### src/rtl/grouped_ordered_key_table_assert.svh
// assertion macros shared by the grouped ordered key table modules
`ifndef GROUPED_ORDERED_KEY_TABLE_ASSERT_SVH
`define GROUPED_ORDERED_KEY_TABLE_ASSERT_SVH
`ifndef SYNTHESIS
// property that must hold at every clock edge outside reset
`define GOKT_ASSERT(lbl, clk, rst_n, prop) \
    lbl: assert property (@(posedge clk) disable iff (!rst_n) prop) \
        else $error("grouped ordered key table assertion failed");
// antecedent this cycle requires consequent in the next cycle
`define GOKT_ASSERT_NEXT(lbl, clk, rst_n, ante, cons) \
    lbl: assert property (@(posedge clk) disable iff (!rst_n) (ante) |=> (cons)) \
        else $error("grouped ordered key table sequence assertion failed");
`else
`define GOKT_ASSERT(lbl, clk, rst_n, prop)
`define GOKT_ASSERT_NEXT(lbl, clk, rst_n, ante, cons)
`endif
`endif

### src/rtl/gokt_pkg.sv
// types and constants of the grouped ordered key table
package gokt_pkg;

    // command opcodes
    typedef enum logic [2:0] {
        OP_ADD        = 3'd0,
        OP_REMOVE     = 3'd1,
        OP_GROUP_EXT  = 3'd2,
        OP_GLOBAL_EXT = 3'd3,
        OP_THRESH     = 3'd4
    } op_e;

    // result status codes
    localparam logic [1:0] STATUS_OK      = 2'd0;
    localparam logic [1:0] STATUS_FULL    = 2'd1;
    localparam logic [1:0] STATUS_MISSING = 2'd2;

    // ordering key is level over id
    localparam int KEY_W = 24;

    typedef struct packed {
        logic [2:0]  op;
        logic [15:0] item_id;
        logic [7:0]  item_level;
        logic [7:0]  item_group;
        logic        direction;
    } cmd_t;

    typedef struct packed {
        logic        found;
        logic [15:0] result_id;
        logic [1:0]  status;
    } rsp_t;

    // one slot word in the table RAM
    typedef struct packed {
        logic        valid;
        logic [15:0] id;
        logic [7:0]  level;
        logic [7:0]  group;
    } slot_t;

    localparam int SLOT_W = $bits(slot_t);

    typedef enum logic [2:0] {
        ST_CLEAR,
        ST_IDLE,
        ST_SCAN,
        ST_DRAIN,
        ST_FINISH
    } state_e;

    // controller to datapath commands
    typedef struct packed {
        logic clear_wr;
        logic start;
        logic scan_rd;
        logic finish;
    } ctrl_cmd_t;

    // datapath to controller status
    typedef struct packed {
        logic cnt_last;
        logic out_free;
    } ctrl_sts_t;

endpackage

### src/rtl/gokt_ctrl.sv
// controller state machine of the grouped ordered key table
`include "grouped_ordered_key_table_assert.svh"

module gokt_ctrl (
    input  logic                 clk,
    input  logic                 rst_n,
    input  logic                 cmd_valid,
    output logic                 cmd_stall,
    input  gokt_pkg::ctrl_sts_t  sts,
    output gokt_pkg::ctrl_cmd_t  ctrl
);

    gokt_pkg::state_e state_reg;
    gokt_pkg::state_e state_next;

    // state register
    always_ff @(posedge clk or negedge rst_n)
    begin
        if (!rst_n)
        begin
            state_reg <= gokt_pkg::ST_CLEAR;
        end
        else
        begin
            state_reg <= state_next;
        end
    end

    // next state and commands
    always_comb
    begin
        state_next    = state_reg;
        ctrl          = '0;
        cmd_stall     = 1'b1;
        unique case (state_reg)
            gokt_pkg::ST_CLEAR:
            begin
                ctrl.clear_wr = 1'b1;
                if (sts.cnt_last)
                begin
                    state_next = gokt_pkg::ST_IDLE;
                end
            end
            gokt_pkg::ST_IDLE:
            begin
                cmd_stall = 1'b0;
                if (cmd_valid)
                begin
                    ctrl.start = 1'b1;
                    state_next = gokt_pkg::ST_SCAN;
                end
            end
            gokt_pkg::ST_SCAN:
            begin
                ctrl.scan_rd = 1'b1;
                if (sts.cnt_last)
                begin
                    state_next = gokt_pkg::ST_DRAIN;
                end
            end
            gokt_pkg::ST_DRAIN:
            begin
                state_next = gokt_pkg::ST_FINISH;
            end
            gokt_pkg::ST_FINISH:
            begin
                if (sts.out_free)
                begin
                    ctrl.finish = 1'b1;
                    state_next  = gokt_pkg::ST_IDLE;
                end
            end
            default:
            begin
                state_next = gokt_pkg::ST_IDLE;
            end
        endcase
    end

    // an accepted transaction always goes into the scan
    `GOKT_ASSERT_NEXT(a_start_scans, clk, rst_n, ctrl.start, state_reg == gokt_pkg::ST_SCAN)
    // input is held off outside the idle state
    `GOKT_ASSERT(a_stall_when_busy, clk, rst_n, (state_reg != gokt_pkg::ST_IDLE) |-> cmd_stall)
    // a taken result returns the controller to idle
    `GOKT_ASSERT_NEXT(a_finish_to_idle, clk, rst_n, ctrl.finish, state_reg == gokt_pkg::ST_IDLE)

endmodule

### config.mk
export PLATFORM = sky130hd
export DESIGN_NAME = gokt_ctrl
export DESIGN_NICKNAME = d
export VERILOG_FILES = /design/src/rtl/gokt_pkg.sv /design/src/rtl/gokt_ctrl.sv
export VERILOG_INCLUDE_DIRS = /design/src /design/src/rtl
export SDC_FILE = /design/constraint.sdc
export NUM_CORES = 1
export LEC_CHECK = 0
export ABC_AREA = 0
export BUFFER_PORTS_ARGS = -buffer_cell sky130_fd_sc_hd__buf_2
export CAP_MARGIN = 25
export CORE_AREA = 2 2 39 41
export DETAILED_ROUTE_END_ITERATION = 16
export DIE_AREA = 0 0 41 43
export GPL_TIMING_DRIVEN = 0
export MAX_ROUTING_LAYER = met4
export PLACE_DENSITY = 0.3
export SYNTH_ARGS = -nofsm -noshare
export SYNTH_HDL_FRONTEND = slang
export SYNTH_SLANG_ARGS = --single-unit
### constraint.sdc
create_clock -name clk -period 1.6 [get_ports clk]
set_input_delay 0.16 -clock clk [delete_from_list [all_inputs] [get_ports clk]]
set_output_delay 0.16 -clock clk [all_outputs]
set_load 0.005 [all_outputs]
==> impl_metrics.toml, run 1 <==
[status]
status = "complete, no violations"

[global_routing]
grt_max_degree = 11
gr-usage-met3_pct = 3.14
antenna_found_initial = 0
grt_use_total_pct = 6.08
met2_usage_pct = 6.25
grt_pass1_vias = 165
busiest_layer = "met1"
grt_pass1_wl_um = 648
grt_remaining_overflow = 0
grtUsageMet1_pct = 7.74

[min_path]
hold_path_depth = 3
hold_path.class = "in -> reg"
worstHoldStart = "cmd_valid"
hold_end = "state_reg[1]"

[setup_path]
crit_path_top_delay_cell = "dfrtp_1"
crit_fanout = 6
reg2reg_slack_ns = 0.46
critPathBufInv = 2
path_cells = "inv_1 > nor4b_1 > buf_2"
rr_worst_depth = 2
cp.arrival_ns = 1.15
slowest_delay_ns = 0.43
required_ns = 1.44
r2r_start = "state_reg[1]"
cp-start-kind = "register"
crit_type = "reg -> out"
rr_endpoint = "state_reg[0]"
path_delay_family = "flip-flops"
end_kind = "output pin"

[power]
power_mw = 0.507
ir_drop_mv = 0.320
p_leak_nw = 0.130
p_per_area_nw_per_um2 = 1810

[logic_synthesis]
yosysSeqAreaShare_pct = 42.0
ys_types = 13
syn_nets = 23
syn-cell-area_um2 = 179
syn-instance-count = 18
synthXorXnorAreaFrac_pct = 0
synth_top_family_by_area = "simple AND/OR/NAND/NOR gates"
synth_seq_cells = 3
yosysWarningCount = 0
synthSimpleGateAreaFrac_pct = 40.6
syn-mean-instance-area_um2 = 9.94
synth_compound_area_share_pct = 11.2
yosys-mux-area-fraction_pct = 0
synth_fa_ha_area_share_pct = 0

[placed_design]
routabilityCongestion = 0.669
place_hpwl_um = 317
postPlaceCellArea_um2 = 244
portBuffers = 9

[floorplanning]
fp-row-count = 14
die_x_um = 41
start_util_pct = 12.9
ios = 10
core_um2 = 1380
die_area_um2 = 1760
die_y_um = 43

[finish]
fill_cells = 158
n_antenna_cell = 0
final_layout_size_suffix_gt1_share_pct = 43.8
fin_area_um2 = 280
largest_reg_flops = 3
utilization_pct = 20.3
layout.nets = 38
synthToLayoutAreaGrowth_pct = 56.6

[routing]
avgViaCountPerCell = 3.75
detail_route.first_pass.iterations = 3
wire_per_inst_um = 9.15
detail-route-antenna-nets = 0
wirelength_um = 439
via_count = 180
drc = 0
drt_iter0_markers = 1

[timing]
rsz0062_at_grt = "false"
setup_viol_count_final = 0
finalClockSkew_ns = 0.000210
period_share_pct = 82.1
finalCriticalPeriod_ns = 1.31
worst_slew_pin_slew_ns = 0.342
max_freq_mhz = 762
hold_ws_ns = 0.222
maxSlewViolCount = 0
relSlewSlack_pct = 76.9
finalSetupTns_ns = 0
hold_viol_final = 0

[cts]
post-cts-setup-buffers = 0
clock_latency_ns = 0.23
clock-sinks = 3
cts_buffer_depth = 2
clkTransAtPathRegs_ns = 0.04
htree_levels = 1
cts_made_buffers = 3
cts_root_buf = "clkbuf_4"
cts_tree = "built"

[flow_run]
maxCapViolCount = 0
==> worst reg2reg max path, stage by stage (launching register included) <==
cell and delay (ns):
dfrtp_1 0.46, or3b_1 0.41, a31oi_1 0.19
==> layout make-up <==
class                      instances  area [um2]  share of cell area, %
timing repair buffer              10        55.1                   19.6
multi-input combinational         13        92.6                   33.0
tap                               16        20.0                   7.14
buffer                             1        7.51                   2.68
inverter                           1        3.75                   1.34
clock buffer                       4        26.3                   9.37
sequential                         3        75.1                   26.8
==> worst max path at each step <==
| stage | startpoint | end | slack (ns) | cells after the start |
|---|---|---|---|---|
| finish | state_reg[2] | ctrl[0] | 0.29 | 3 |
| global route | state_reg[1] | ctrl[2] | 0.15 | 2 |
| CTS | state_reg[2] | ctrl[0] | 0.28 | 3 |
| detailed placement | state_reg[1] | state_reg[0] | 0.48 | 2 |
| global placement | state_reg[1] | state_reg[0] | 0.47 | 2 |
| floorplan | state_reg[0] | state_reg[2] | 0.57 | 3 |
==> metal layers <==
| metal | up-vias | share of wire, % |
|---|---|---|
| met5 | - | 0 |
| met4 | 0 | 0 |
| met3 | 0 | 5.0 |
| met2 | 6 | 43 |
| met1 | 77 | 51 |
| li1 | 97 | - |
==> cells in the mapped netlist <==
cell,count,share of area (%)
nor4bb_1,1,5.6
nor2_1,1,2.1
nor3_1,1,2.8
dfrtp_1,3,42
nor4b_1,2,9.8
nand3b_1,2,8.4
or3b_1,1,4.9
a21oi_1,1,2.8
buf_4,1,4.2
a31oi_1,1,3.5
inv_1,1,2.1
a31o_2,1,4.9
nand2b_1,2,7.0
==> cell families (layout without fill, tap and decap cells) <==
group	Yosys count	in the layout
simple gates	10	10
compound gates	3	3
flops	3	3
buf+inv	2	16
==> timing repair <==
action | in CTS | in global routing
hold buffers | 1 | 0
gates resized for setup | 0 | 0
hold endpoints to repair | 3 | 0
endpoints found under the setup margin | 0 | 0
==> power by group <==
group	internal, mW	switching, mW
combinational	0.124	0.101
clock	0.0933	0.0366
sequential	0.110	0.0432
==> stage by stage <==
stage | setup slack (ns) | std cells
floorplan | 0.569 | 18
global placement | 0.466 | 43
detailed placement | 0.480 | 43
CTS | 0.277 | 48
global route | 0.153 | 48
finish | 0.287 | 48
==> cell usage in the layout (no fill, tap or decap) <==
master and instances:
dlygate4sd3_1 1, buf_4 1, nor4b_1 2, a21oi_1 1, nor3_1 1, buf_2 9, dfrtp_1 3, nand3b_1 2
nor2_1 1, nand2b_1 2, nor4bb_1 1, clkbuf_1 1, or3b_1 1, a31oi_1 1, inv_1 1, a31o_2 1
clkbuf_4 3
No activity file was read; power rests on OpenSTA's default activity.
==> inputs of run 2 (changes only) <==
Settings changed: ABC_AREA 0 to 1, PLACE_DENSITY 0.3 to 0.32.
Clock period 1.6 ns to 1.2 ns, I/O delays scaled along.
==> impl_metrics.toml, run 2 <==
[timing]
rsz0062_at_grt = "true"
hold_viol_final = 0
max_freq_mhz = 852
finalClockSkew_ns = 0.00125
setup_viol_count_final = 0
finalCriticalPeriod_ns = 1.17
period_share_pct = 97.8
finalSetupTns_ns = 0
maxSlewViolCount = 0
worst_slew_pin_slew_ns = 0.179
relSlewSlack_pct = 87.9

[routing]
detail-route-antenna-nets = 0
drt_iter0_markers = 4
wire_per_inst_um = 7.61
detail_route.first_pass.iterations = 2
wirelength_um = 472
avgViaCountPerCell = 3.76
drc = 0
via_count = 233

[power]
ir_drop_mv = 0.660
p_per_area_nw_per_um2 = 2660
p_leak_nw = 0.189
power_mw = 0.844

[setup_path]
crit_type = "reg -> out"
critPathBufInv = 2
crit_path_top_delay_cell = "dfrtp_2"
path_cells = "nor2_1 > nand2_1 > inv_1 > buf_2"
crit_fanout = 4
slowest_delay_ns = 0.43
path_delay_family = "flip-flops"
cp-start-kind = "register"
end_kind = "output pin"
cp.arrival_ns = 1.05
required_ns = 1.08

[finish]
layout.nets = 52
final_common_cell = "buf_2"
utilization_pct = 23.0
fill_cells = 164
n_antenna_cell = 0
regArea_um2 = 76.3
fin_cells = 62
largest_reg_flops = 3
multi_input_area_um2 = 91.3
final_cell_mix = "9 x buf_2, 7 x nand2_1, 6 x inv_1"
final_layout_size_suffix_gt1_share_pct = 41.3
fin_area_um2 = 318
synthToLayoutAreaGrowth_pct = 69.3

[logic_synthesis]
async_flop_share_pct = 100
syn-mean-instance-area_um2 = 6.47
ys.flop_type = "dfrtp_1"
synth_top_cell_by_area = "dfrtp_1"
syn_nets = 34
synth_area_leaders = "dfrtp_1 40%, nand2_1 14%, inv_1 12%"
syn-cell-area_um2 = 188
yosysWarningCount = 0
synth.most_common_cell = "nand2_1"
synth_seq_cells = 3
synth_edf_count = 0
yosysSeqAreaShare_pct = 40.0
ys_types = 11
syn-instance-count = 29
synthTopCellsByCount = "7 x nand2_1, 6 x inv_1, 4 x nor2_1, 3 x dfrtp_1"
yosys.area.top_type_share_pct = 40.0

[global_routing]
grt_max_degree = 6
grt_remaining_overflow = 0
grt_pass1_vias = 231
grt_pass1_wl_um = 869
grt_use_total_pct = 8.02
antenna_found_initial = 0

[floorplanning]
ios = 10
die_y_um = 43
die_x_um = 41
fp-row-count = 14
core_um2 = 1380
die_area_um2 = 1760
start_util_pct = 13.6

[cts]
clkTransAtPathRegs_ns = 0.04
cts_tree = "built"
cts_root_buf = "clkbuf_4"
cts_buffer_depth = 2
clock_latency_ns = 0.23
htree_levels = 1
cts_made_buffers = 3
clock-sinks = 3

[placed_design]
dp_cells = 54
routabilityCongestion = 0.661
place_hpwl_um = 366
postPlaceCellArea_um2 = 253
portBuffers = 9

[min_path]
hold_path.class = "in -> reg"

[status]
status = "complete, no violations"

[flow_run]
maxCapViolCount = 0
==> run 2: kinds of logic (layout without fill, tap and decap cells) <==
kind of cell / Yosys count / count (layout) / share of synthesized area (%)
DFF: 3 / 3 / 40.0
AOI/OAI and AO/OA: 1 / 1 / 2.66
and+or+nand+nor: 18 / 18 / 43.3
buffers and inverters: 7 / 24 / 14.0
==> run 2: metrics by stage <==
stage	hold WS [ns]	setup WS, ns
after floorplan	-0.176	0.281
after global placement	-0.0799	0.185
after detailed placement	-0.0762	0.188
after CTS	0.154	-0.0152
after global routing	0.190	-0.0641
final	0.150	0.0263
==> run 2: repair_timing <==
| action | in CTS | in global routing |
|---|---|---|
| pin swaps | 1 | 1 |
| setup endpoints to repair | 1 | 4 |
| gates cloned | 0 | 0 |
| hold endpoints to repair | 3 | 0 |
| resized for setup | 0 | 2 |
| buffers inserted | 0 | 3 |
| hold buffers | 1 | 0 |
==> run 2: tightest hold or removal path, cell delays in order <==
cell and delay, ns:
buf_2 0.07, inv_1 0.04, nand2_1 0.06, nand2_1 0.05
==> run 2: final timing paths <==
kind / start / endpoint / slack (ns) / cells after the start
min reg2reg: state_reg[1] / state_reg[1] / 0.68 / 4
max in group asynchronous: rst_n / state_reg[2] / 0.86 / 2
max: state_reg[2] / ctrl[1] / 0.03 / 4
min in group asynchronous: rst_n / state_reg[1] / 0.22 / 2
min: sts[1] / state_reg[1] / 0.15 / 4
max reg2reg: state_reg[2] / state_reg[2] / 0.14 / 5
==> run 2: metal layers <==
| layer | track usage (%) | part of all wire [%] | up-vias |
|---|---|---|---|
| met5 | - | 0 | - |
| met4 | 8.00 | 0 | 0 |
| met3 | 3.14 | 4.0 | 0 |
| met2 | 11.3 | 54 | 3 |
| met1 | 7.72 | 41 | 108 |
| li1 | - | - | 122 |
==> run 2: area by class of cell <==
cell class	count	share of cell area, %
Timing Repair Buffer	13	24.4
Multi-Input combinational cell	19	28.7
Sequential cell	3	24.0
Tap cell	16	6.30
Inverter	7	8.27
Clock buffer	4	8.27
==> run 2: report_power, final <==
part	total, mW	switching [mW]	internal, mW
sequential	0.219	0.0626	0.156
combinational	0.452	0.225	0.226
clock	0.174	0.0493	0.124
total	0.844	0.337	0.507
